[src/rtl/core/pixel_format_blit_defines.svh]
// assertion macros for the pixel format blit
// used by the top level only; no other dependencies
`ifndef PIXEL_FORMAT_BLIT_DEFINES_SVH
`define PIXEL_FORMAT_BLIT_DEFINES_SVH

// same-cycle implication, disabled while reset is low
`define PFB_ASSERT_SAME(lbl, clk, rstn, ante, cons) \
    lbl: assert property (@(posedge clk) disable iff (!rstn) (ante) |-> (cons)) \
        else $error("pixel_format_blit: same-cycle check failed");

// next-cycle implication, disabled while reset is low
`define PFB_ASSERT_NEXT(lbl, clk, rstn, ante, cons) \
    lbl: assert property (@(posedge clk) disable iff (!rstn) (ante) |=> (cons)) \
        else $error("pixel_format_blit: next-cycle check failed");

`endif

[src/rtl/core/pfb_pkg.sv]
// shared types and constants for the pixel format blit
// no dependencies
`default_nettype none

package pfb_pkg;

    localparam int PFB_MAX_DIM = 4096;
    localparam int ADDR_W      = 26;
    localparam int CFG_W       = 13;
    localparam int CFG_IDX_W   = 3;
    localparam int QUEUE_DEPTH = 4;
    localparam int QPTR_W      = $clog2(QUEUE_DEPTH);
    localparam int QCNT_W      = $clog2(QUEUE_DEPTH + 1);

    localparam int IN_DATA_W   = 32;
    localparam int OUT_DATA_W  = 88;

    // pixel format codes
    localparam logic [1:0] FMT_A8    = 2'd0;
    localparam logic [1:0] FMT_RGB8  = 2'd1;
    localparam logic [1:0] FMT_RGBA8 = 2'd2;

    // register indexes
    localparam logic [CFG_IDX_W-1:0] REG_DEST_FORMAT   = 3'd0;
    localparam logic [CFG_IDX_W-1:0] REG_SRC_FORMAT    = 3'd1;
    localparam logic [CFG_IDX_W-1:0] REG_SWAP_RED_BLUE = 3'd2;
    localparam logic [CFG_IDX_W-1:0] REG_SURFACE_WIDTH = 3'd3;
    localparam logic [CFG_IDX_W-1:0] REG_DEST_LEFT     = 3'd4;
    localparam logic [CFG_IDX_W-1:0] REG_DEST_TOP      = 3'd5;
    localparam logic [CFG_IDX_W-1:0] REG_RECT_WIDTH    = 3'd6;
    localparam logic [CFG_IDX_W-1:0] REG_SOURCE_PITCH  = 3'd7;

    typedef struct packed {
        logic [1:0]  dest_format;
        logic [1:0]  src_format;
        logic        swap_red_blue;
        logic [12:0] surface_width;
        logic [11:0] dest_left;
        logic [11:0] dest_top;
        logic [12:0] rect_width;
        logic [12:0] source_pitch;
    } pfb_cfg_t;

    // one classified pixel as it travels from front to back
    typedef struct packed {
        logic [7:0] b0;
        logic [7:0] b1;
        logic [7:0] b2;
        logic [7:0] b3;
        logic       last;
        logic [1:0] sf;
        logic [1:0] df;
    } pfb_pix_t;

    typedef struct packed {
        logic [QCNT_W-1:0] count;
        logic              full;
    } pfb_qstat_t;

endpackage

`default_nettype wire

[src/rtl/core/pfb_queue.sv]
// short flip-flop queue between front and back of the pixel format blit
// depends on pfb_pkg
`default_nettype none

module pfb_queue import pfb_pkg::*; #(
    parameter int DATA_W = 8
) (
    input  wire logic              aclk,
    input  wire logic              aresetn,
    input  wire logic              in_valid,
    output logic                   in_ready,
    input  wire logic [DATA_W-1:0] in_data,
    output logic                   out_valid,
    input  wire logic              out_ready,
    output logic [DATA_W-1:0]      out_data,
    output pfb_qstat_t             stat
);

    logic [DATA_W-1:0] mem_reg [QUEUE_DEPTH];
    logic [QPTR_W-1:0] wr_ptr_reg, wr_ptr_next;
    logic [QPTR_W-1:0] rd_ptr_reg, rd_ptr_next;
    logic [QCNT_W-1:0] count_reg, count_next;
    logic              push, pop;

    assign in_ready  = (count_reg != QCNT_W'(QUEUE_DEPTH));
    assign out_valid = (count_reg != '0);
    assign out_data  = mem_reg[rd_ptr_reg];
    assign push      = in_valid && in_ready;
    assign pop       = out_valid && out_ready;

    assign stat.count = count_reg;
    assign stat.full  = !in_ready;

    always_comb begin
        wr_ptr_next = wr_ptr_reg;
        rd_ptr_next = rd_ptr_reg;
        count_next  = count_reg;
        if (push) begin
            wr_ptr_next = (wr_ptr_reg == QPTR_W'(QUEUE_DEPTH - 1)) ? '0 : wr_ptr_reg + 1'b1;
        end
        if (pop) begin
            rd_ptr_next = (rd_ptr_reg == QPTR_W'(QUEUE_DEPTH - 1)) ? '0 : rd_ptr_reg + 1'b1;
        end
        if (push && !pop) begin
            count_next = count_reg + 1'b1;
        end else if (pop && !push) begin
            count_next = count_reg - 1'b1;
        end
    end

    always_ff @(posedge aclk) begin
        if (!aresetn) begin
            wr_ptr_reg <= '0;
            rd_ptr_reg <= '0;
            count_reg  <= '0;
        end else begin
            wr_ptr_reg <= wr_ptr_next;
            rd_ptr_reg <= rd_ptr_next;
            count_reg  <= count_next;
        end
    end

    always_ff @(posedge aclk) begin
        if (push) begin
            mem_reg[wr_ptr_reg] <= in_data;
        end
    end

endmodule

`default_nettype wire

[src/rtl/core/pfb_front.sv]
// front end of the pixel format blit: rectangle position counters and
// format classification of each accepted item; depends on pfb_pkg
`default_nettype none

module pfb_front import pfb_pkg::*; #(
    parameter int MAX_DIM = PFB_MAX_DIM,
    localparam int CW = $clog2(MAX_DIM)
) (
    input  wire logic                 aclk,
    input  wire logic                 aresetn,
    input  wire pfb_cfg_t             cfg,
    input  wire logic                 in_accept,
    input  wire logic [IN_DATA_W-1:0] in_data,
    input  wire logic                 in_last,
    output pfb_pix_t                  pix,
    output logic [CW-1:0]             row,
    output logic [CW-1:0]             col
);

    localparam int EW = (CW + 1 > CFG_W) ? CW + 1 : CFG_W;

    logic [CW-1:0] col_reg, col_next;
    logic [CW-1:0] row_reg, row_next;
    logic [EW-1:0] eff_w;
    logic [EW-1:0] col_inc;

    assign row = row_reg;
    assign col = col_reg;

    always_comb begin
        pix.b0   = in_data[7:0];
        pix.b1   = in_data[15:8];
        pix.b2   = in_data[23:16];
        pix.b3   = in_data[31:24];
        pix.last = in_last;
        // unused source code behaves as rgba8, unused dest code as alpha8
        if (cfg.src_format == FMT_A8 || cfg.src_format == FMT_RGB8) begin
            pix.sf = cfg.src_format;
        end else begin
            pix.sf = FMT_RGBA8;
        end
        if (cfg.dest_format == FMT_RGB8 || cfg.dest_format == FMT_RGBA8) begin
            pix.df = cfg.dest_format;
        end else begin
            pix.df = FMT_A8;
        end
    end

    always_comb begin
        if (cfg.rect_width == '0) begin
            eff_w = EW'(1);
        end else if (EW'(cfg.rect_width) > EW'(MAX_DIM)) begin
            eff_w = EW'(MAX_DIM);
        end else begin
            eff_w = EW'(cfg.rect_width);
        end
        col_inc  = EW'(col_reg) + EW'(1);
        col_next = col_reg;
        row_next = row_reg;
        if (in_accept) begin
            if (in_last) begin
                col_next = '0;
                row_next = '0;
            end else if (col_inc >= eff_w) begin
                col_next = '0;
                row_next = (row_reg == CW'(MAX_DIM - 1)) ? '0 : row_reg + 1'b1;
            end else begin
                col_next = col_inc[CW-1:0];
            end
        end
    end

    always_ff @(posedge aclk) begin
        if (!aresetn) begin
            col_reg <= '0;
            row_reg <= '0;
        end else begin
            col_reg <= col_next;
            row_reg <= row_next;
        end
    end

endmodule

`default_nettype wire

[src/rtl/core/pfb_back.sv]
// back end of the pixel format blit: address products, premultiply,
// byte conversion and the output register; depends on pfb_pkg
`default_nettype none

module pfb_back import pfb_pkg::*; #(
    parameter int MAX_DIM = PFB_MAX_DIM,
    localparam int CW = $clog2(MAX_DIM)
) (
    input  wire logic            aclk,
    input  wire logic            aresetn,
    input  wire pfb_cfg_t        cfg,
    input  wire logic            q_valid,
    output logic                 q_ready,
    input  wire pfb_pix_t        q_pix,
    input  wire logic [CW-1:0]   q_row,
    input  wire logic [CW-1:0]   q_col,
    output logic                 m_valid,
    input  wire logic            m_ready,
    output logic [OUT_DATA_W-1:0] m_data,
    output logic                 m_last
);

    localparam int TW = ((CW > 12) ? CW : 12) + 1;

    logic                  adv;
    logic                  s1_valid_reg, s1_valid_next;
    pfb_pix_t              s1_pix_reg;
    logic [ADDR_W-1:0]     s1_wbase_reg, s1_woff_reg, s1_rbase_reg;
    logic [CW-1:0]         s1_col_reg;
    logic [7:0]            s1_p0_reg, s1_p1_reg, s1_p2_reg;

    logic [TW-1:0]         top_sum;
    logic [15:0]           prod0, prod1, prod2;

    logic [ADDR_W-1:0]     wpix, rpix, waddr, raddr;
    logic [7:0]            o0, o1, o2, o3;
    logic                  m_valid_reg, m_valid_next;
    logic [OUT_DATA_W-1:0] m_data_reg;
    logic                  m_last_reg;

    // whole back pipeline moves together when the output slot frees up
    assign adv     = !m_valid_reg || m_ready;
    assign q_ready = adv;

    assign top_sum = TW'(cfg.dest_top) + TW'(q_row);
    assign prod0   = q_pix.b0 * q_pix.b3;
    assign prod1   = q_pix.b1 * q_pix.b3;
    assign prod2   = q_pix.b2 * q_pix.b3;

    assign s1_valid_next = adv ? q_valid : s1_valid_reg;

    always_ff @(posedge aclk) begin
        if (adv) begin
            s1_pix_reg   <= q_pix;
            s1_col_reg   <= q_col;
            s1_wbase_reg <= ADDR_W'(top_sum * cfg.surface_width);
            s1_woff_reg  <= ADDR_W'(cfg.dest_left) + ADDR_W'(q_col);
            s1_rbase_reg <= ADDR_W'(q_row * cfg.source_pitch);
            s1_p0_reg    <= prod0[15:8];
            s1_p1_reg    <= prod1[15:8];
            s1_p2_reg    <= prod2[15:8];
        end
    end

    // stage two: finish addresses, scale by bytes per pixel
    always_comb begin
        wpix = s1_wbase_reg + s1_woff_reg;
        rpix = s1_rbase_reg + ADDR_W'(s1_col_reg);
        unique case (s1_pix_reg.df)
            FMT_RGB8:  waddr = (wpix << 1) + wpix;
            FMT_RGBA8: waddr = wpix << 2;
            default:   waddr = wpix;
        endcase
        unique case (s1_pix_reg.sf)
            FMT_A8:   raddr = rpix;
            FMT_RGB8: raddr = (rpix << 1) + rpix;
            default:  raddr = rpix << 2;
        endcase
    end

    // byte conversion
    always_comb begin
        o0 = '0;
        o1 = '0;
        o2 = '0;
        o3 = '0;
        unique case (s1_pix_reg.df)
            FMT_RGB8: begin
                if (s1_pix_reg.sf == FMT_A8) begin
                    o0 = s1_pix_reg.b0;
                    o1 = s1_pix_reg.b0;
                    o2 = s1_pix_reg.b0;
                end else begin
                    o0 = s1_pix_reg.b0;
                    o1 = s1_pix_reg.b1;
                    o2 = s1_pix_reg.b2;
                end
            end
            FMT_RGBA8: begin
                if (s1_pix_reg.sf == FMT_A8) begin
                    o0 = s1_pix_reg.b0;
                    o1 = s1_pix_reg.b0;
                    o2 = s1_pix_reg.b0;
                    o3 = s1_pix_reg.b0;
                end else if (s1_pix_reg.sf == FMT_RGB8) begin
                    o0 = s1_pix_reg.b0;
                    o1 = s1_pix_reg.b1;
                    o2 = s1_pix_reg.b2;
                    o3 = 8'hFF;
                end else begin
                    o0 = s1_p0_reg;
                    o1 = s1_p1_reg;
                    o2 = s1_p2_reg;
                    o3 = s1_pix_reg.b3;
                end
            end
            default: begin
                o0 = (s1_pix_reg.sf == FMT_RGBA8) ? s1_pix_reg.b3 : s1_pix_reg.b0;
            end
        endcase
        if (s1_pix_reg.df != FMT_A8 && cfg.swap_red_blue) begin
            {o0, o2} = {o2, o0};
        end
    end

    assign m_valid_next = adv ? s1_valid_reg : m_valid_reg;

    always_ff @(posedge aclk) begin
        if (!aresetn) begin
            s1_valid_reg <= 1'b0;
            m_valid_reg  <= 1'b0;
        end else begin
            s1_valid_reg <= s1_valid_next;
            m_valid_reg  <= m_valid_next;
        end
    end

    always_ff @(posedge aclk) begin
        if (adv) begin
            m_data_reg <= {4'b0000, o3, o2, o1, o0, raddr, waddr};
            m_last_reg <= s1_pix_reg.last;
        end
    end

    assign m_valid = m_valid_reg;
    assign m_data  = m_data_reg;
    assign m_last  = m_last_reg;

endmodule

`default_nettype wire

[src/rtl/core/pixel_format_blit.sv]
// an accepted item passes through the queue, the stage-one register and the output register
// before it is shown on m_axis; throughput one item per cycle while m_axis_tready stays high
// a four-entry queue separates s_axis_tready from m_axis_tready
// aresetn is synchronous, active low: clears counters, queue, stage valids and
// loads every configuration register with its reset value
// depends on pfb_pkg, pfb_front, pfb_queue, pfb_back and the defines header
`default_nettype none
`include "pixel_format_blit_defines.svh"

module pixel_format_blit import pfb_pkg::*; #(
    parameter int MAX_DIM = PFB_MAX_DIM
) (
    input  wire logic                  aclk,
    input  wire logic                  aresetn,
    input  wire logic                  cfg_we,
    input  wire logic [CFG_IDX_W-1:0]  cfg_index,
    input  wire logic [CFG_W-1:0]      cfg_wdata,
    input  wire logic                  s_axis_tvalid,
    output logic                       s_axis_tready,
    // in_byte0 [7:0], in_byte1 [15:8], in_byte2 [23:16], in_byte3 [31:24]
    input  wire logic [IN_DATA_W-1:0]  s_axis_tdata,
    input  wire logic                  s_axis_tlast,
    output logic                       m_axis_tvalid,
    input  wire logic                  m_axis_tready,
    // write_address [25:0], read_address [51:26], out_byte0 [59:52],
    // out_byte1 [67:60], out_byte2 [75:68], out_byte3 [83:76], zero [87:84]
    output logic [OUT_DATA_W-1:0]      m_axis_tdata,
    output logic                       m_axis_tlast
);

    localparam int CW  = $clog2(MAX_DIM);
    localparam int Q_W = $bits(pfb_pix_t) + 2 * CW;

    pfb_cfg_t       cfg_reg, cfg_next;
    pfb_pix_t       f_pix, q_pix;
    logic [CW-1:0]  f_row, f_col, q_row, q_col;
    logic           q_push, q_pop;
    logic           q_out_valid, q_out_ready;
    logic [Q_W-1:0] q_out_data;
    pfb_qstat_t     q_stat;

    always_comb begin
        cfg_next = cfg_reg;
        if (cfg_we) begin
            unique case (cfg_index)
                REG_DEST_FORMAT:   cfg_next.dest_format   = cfg_wdata[1:0];
                REG_SRC_FORMAT:    cfg_next.src_format    = cfg_wdata[1:0];
                REG_SWAP_RED_BLUE: cfg_next.swap_red_blue = cfg_wdata[0];
                REG_SURFACE_WIDTH: cfg_next.surface_width = cfg_wdata[12:0];
                REG_DEST_LEFT:     cfg_next.dest_left     = cfg_wdata[11:0];
                REG_DEST_TOP:      cfg_next.dest_top      = cfg_wdata[11:0];
                REG_RECT_WIDTH:    cfg_next.rect_width    = cfg_wdata[12:0];
                REG_SOURCE_PITCH:  cfg_next.source_pitch  = cfg_wdata[12:0];
                default:           cfg_next = cfg_reg;
            endcase
        end
    end

    always_ff @(posedge aclk) begin
        if (!aresetn) begin
            cfg_reg.dest_format   <= FMT_RGBA8;
            cfg_reg.src_format    <= FMT_RGBA8;
            cfg_reg.swap_red_blue <= 1'b0;
            cfg_reg.surface_width <= 13'd1;
            cfg_reg.dest_left     <= '0;
            cfg_reg.dest_top      <= '0;
            cfg_reg.rect_width    <= 13'd1;
            cfg_reg.source_pitch  <= 13'd1;
        end else begin
            cfg_reg <= cfg_next;
        end
    end

    assign q_push = s_axis_tvalid && s_axis_tready;
    assign q_pop  = q_out_valid && q_out_ready;

    pfb_front #(
        .MAX_DIM(MAX_DIM)
    ) u_front (
        .aclk     (aclk),
        .aresetn  (aresetn),
        .cfg      (cfg_reg),
        .in_accept(q_push),
        .in_data  (s_axis_tdata),
        .in_last  (s_axis_tlast),
        .pix      (f_pix),
        .row      (f_row),
        .col      (f_col)
    );

    pfb_queue #(
        .DATA_W(Q_W)
    ) u_queue (
        .aclk     (aclk),
        .aresetn  (aresetn),
        .in_valid (s_axis_tvalid),
        .in_ready (s_axis_tready),
        .in_data  ({f_pix, f_row, f_col}),
        .out_valid(q_out_valid),
        .out_ready(q_out_ready),
        .out_data (q_out_data),
        .stat     (q_stat)
    );

    assign {q_pix, q_row, q_col} = q_out_data;

    pfb_back #(
        .MAX_DIM(MAX_DIM)
    ) u_back (
        .aclk    (aclk),
        .aresetn (aresetn),
        .cfg     (cfg_reg),
        .q_valid (q_out_valid),
        .q_ready (q_out_ready),
        .q_pix   (q_pix),
        .q_row   (q_row),
        .q_col   (q_col),
        .m_valid (m_axis_tvalid),
        .m_ready (m_axis_tready),
        .m_data  (m_axis_tdata),
        .m_last  (m_axis_tlast)
    );

    // a final item sends the rectangle position back to its origin
    `PFB_ASSERT_NEXT(a_last_clears_pos, aclk, aresetn, q_push && s_axis_tlast, (f_row == '0) && (f_col == '0))
    // row counter wraps before reaching the maximum dimension
    `PFB_ASSERT_SAME(a_row_in_range, aclk, aresetn, 1'b1, f_row <= CW'(MAX_DIM - 1))
    // queue fill only moves on a push or a pop
    `PFB_ASSERT_NEXT(a_queue_count_hold, aclk, aresetn, !q_push && !q_pop, $stable(q_stat.count))

endmodule

`default_nettype wire
[config.mk]
export PLATFORM = sky130hd
export DESIGN_NAME = pixel_format_blit
export DESIGN_NICKNAME = d
export VERILOG_FILES = /design/src/rtl/core/pfb_pkg.sv /design/src/rtl/core/pfb_queue.sv /design/src/rtl/core/pfb_front.sv /design/src/rtl/core/pfb_back.sv /design/src/rtl/core/pixel_format_blit.sv
export VERILOG_INCLUDE_DIRS = /design/src /design/src/rtl/core
export SDC_FILE = /design/constraint.sdc
export NUM_CORES = 2
export LEC_CHECK = 0
export BUFFER_PORTS_ARGS = -buffer_cell sky130_fd_sc_hd__buf_4
export CAP_MARGIN = 20
export CORE_MARGIN = 2
export CORE_UTILIZATION = 60
export DETAILED_ROUTE_END_ITERATION = 12
export PLACE_DENSITY = 0.77
export SLEW_MARGIN = 10
export SYNTH_ARGS = -nofsm -noshare
export SYNTH_HDL_FRONTEND = slang
export SYNTH_HIERARCHICAL = 1
export SYNTH_SLANG_ARGS = --single-unit
[constraint.sdc]
create_clock -name aclk -period 12.6 [get_ports aclk]
set_clock_uncertainty 0.2 [all_clocks]
set_input_delay 1.26 -clock aclk [delete_from_list [all_inputs] [get_ports aclk]]
set_output_delay 1.26 -clock aclk [all_outputs]
set_load 0.01 [all_outputs]
==> metrics.txt <==
# TYPE chip_impl_metric gauge
chip_impl_metric{name="finalSetupTns",unit="ns"} 0
chip_impl_metric{name="global_route.usage.total",unit=""} 0.266
chip_impl_metric{name="synthToLayoutAreaGrowth",unit="%"} 8.27
chip_impl_metric{name="critical_path_arrival",unit="ns"} 8.90
chip_impl_metric{name="timing.slew.headroom",unit=""} 0.302
chip_impl_metric{name="post_cts.resized_instances",unit=""} 0
chip_impl_metric{name="design.die.area",unit="um2"} 74500
chip_impl_info{name="worst_hold_path_type",value="flop to flop"} 1
chip_impl_metric{name="timing.critical_path.required",unit="ns"} 12.77
chip_impl_metric{name="final_max_slew_viol_count",unit=""} 0
chip_impl_metric{name="post_drt_wl_per_cell",unit="um"} 19.6
chip_impl_metric{name="routability_congestion_estimate_from_global_placement",unit=""} 0.906
chip_impl_metric{name="grt_antenna_before_repair",unit=""} 1
chip_impl_metric{name="cts.path.max_buffers",unit=""} 3
chip_impl_metric{name="clock_tree.htree_level_count",unit=""} 2
chip_impl_metric{name="port_buffers",unit=""} 140
chip_impl_metric{name="placeableCoreArea",unit="um2"} 71600
chip_impl_metric{name="drt_pre_antenna_iters",unit=""} 6
chip_impl_metric{name="initial_utilization",unit=""} 0.606
chip_impl_metric{name="clock_sinks",unit=""} 569
chip_impl_info{name="unrepaired_setup_endpoints_after_global_routing",value="false"} 1
chip_impl_metric{name="cts-buffers-inserted",unit=""} 59
chip_impl_metric{name="worst_slew_pin_slew",unit="ns"} 1.04
chip_impl_info{name="cpMostUsedCell",value="fa_1"} 1
chip_impl_metric{name="final_net_count",unit=""} 4775
chip_impl_metric{name="worst-path-max-fanout",unit=""} 20
chip_impl_metric{name="detail_route.iter0.violations",unit=""} 2594
chip_impl_metric{name="final_antenna_net_count",unit=""} 0
chip_impl_metric{name="pin_count",unit=""} 145
chip_impl_metric{name="finalSetupViolCount",unit=""} 0
chip_impl_info{name="run_status",value="finished, final reports clean"} 1
chip_impl_metric{name="final_layout_size_suffix_gt1_frac",unit=""} 0.0918
chip_impl_metric{name="num-fill-cells",unit=""} 5459
chip_impl_metric{name="synthesis.yosys.warnings",unit=""} 6
chip_impl_metric{name="regToRegSetupSlack",unit="ns"} 3.87
chip_impl_metric{name="post_cts_buffers",unit=""} 0
chip_impl_metric{name="grt.overflow.total",unit=""} 0
chip_impl_metric{name="post_synth.cell_area_avg",unit="um2"} 10.9
chip_impl_metric{name="vias_per_cell",unit=""} 5.83
chip_impl_info{name="critical-path-top-delay-family",value="adder cells"} 1
chip_impl_metric{name="n_antenna_cell",unit=""} 0
chip_impl_metric{name="drt-total-wl",unit="um"} 98700
chip_impl_info{name="layout.cells.most_common",value="inv_1"} 1
chip_impl_metric{name="std_cell_rows",unit=""} 98
chip_impl_metric{name="fin_crit",unit="ns"} 8.73
chip_impl_metric{name="grt_pass1_wl",unit="um"} 156000
chip_impl_info{name="criticalPathCategory",value="flop to flop"} 1
chip_impl_info{name="final_cell_mix",value="468 x inv_1, 466 x edfxtp_1, 461 x nand2_1"} 1
chip_impl_metric{name="die_x",unit="um"} 273
chip_impl_metric{name="timing.final.crit_share",unit=""} 0.693
chip_impl_metric{name="post_synth_instance_area",unit="um2"} 43400
chip_impl_metric{name="timing.critical_path.buf_inv",unit=""} 5
chip_impl_metric{name="route.detailed.drc",unit=""} 0
chip_impl_info{name="worst_setup_path_start_kind",value="flop"} 1
chip_impl_metric{name="grt_max_degree",unit=""} 87
chip_impl_metric{name="via_count",unit=""} 29300
chip_impl_metric{name="cp_slowest_stage_delay",unit="ns"} 0.74
chip_impl_metric{name="fmax",unit="GHz"} 0.115
chip_impl_metric{name="dp_hpwl",unit="um"} 71000
chip_impl_info{name="tritoncts",value="done"} 1
chip_impl_metric{name="postSynthCellCount",unit=""} 3987
chip_impl_metric{name="grt_pass1_vias",unit=""} 28700
chip_impl_info{name="cts.root.buffer_cell",value="clkbuf_16"} 1
chip_impl_info{name="critical_path.endpoint_type",value="flop"} 1
chip_impl_metric{name="cts.hold.buffers_added",unit=""} 0
chip_impl_info{name="crit_path_top_delay_cell",value="mux4_2"} 1
chip_impl_metric{name="hold_violations",unit=""} 0
chip_impl_metric{name="worst_setup_hold_path_clk_slew",unit="ns"} 0.06
chip_impl_metric{name="largest_register_ffs",unit=""} 244
chip_impl_metric{name="clk_latency",unit="ns"} 0.66
chip_impl_metric{name="die_height",unit="um"} 273
chip_impl_metric{name="timing.max_cap.violations",unit=""} 0
-- final cells by class --
| class | instances | area, um2 | area share |
|---|---|---|---|
| sequential | 569 | 16100 | 0.342 |
| tap | 950 | 1190 | 0.0253 |
| multi-input combinational | 2759 | 24700 | 0.525 |
| clock inverter | 36 | 515 | 0.0110 |
| timing repair buffer | 166 | 1250 | 0.0265 |
| clock buffer | 76 | 1570 | 0.0334 |
| inverter | 469 | 1760 | 0.0375 |
-- per-layer routing --
layer,global-route usage,share of wire,wire length [um],vias up
met3,0.0588,0.083,8180,143
met2,0.419,0.46,45100,1120
met4,0.0710,0.024,2410,0
li1,-,-,-,13700
met1,0.375,0.44,43000,14400
met5,0,0,0,-
-- metrics by stage --
| stage | std cells | setup slack, ns | instance area (um2) | hold slack [ns] | util |
|---|---|---|---|---|---|
| 6_report | 5025 | 3.87 | 47000 | 0.234 | 0.656 |
| 3_5_place_dp | 4913 | 3.94 | 44900 | 0.213 | 0.627 |
| 2_1_floorplan | 3990 | 3.35 | 43400 | 0.200 | - |
| 3_3_place_gp | 4913 | 4.00 | 44900 | 0.219 | 0.627 |
| 4_1_cts | 5025 | 3.87 | 47000 | 0.240 | 0.656 |
| 5_1_grt | 5025 | 3.25 | 47000 | 0.242 | 0.656 |
-- path summary, 6_finish.rpt --
check,cells after the start,start,end
worst max-delay path,31,flop,u_back/s1_wbase_reg[25]
worst min-delay path,0,u_back/s1_pix_reg[4],u_back/m_last
worst max register to register,31,flop,u_back/s1_wbase_reg[25]
worst min register to register,0,u_back/s1_pix_reg[4],u_back/m_last
Power is left out: the tool's default activity adds up to more than one toggle a clock period on the data nets, which glitch-free logic cannot reach.
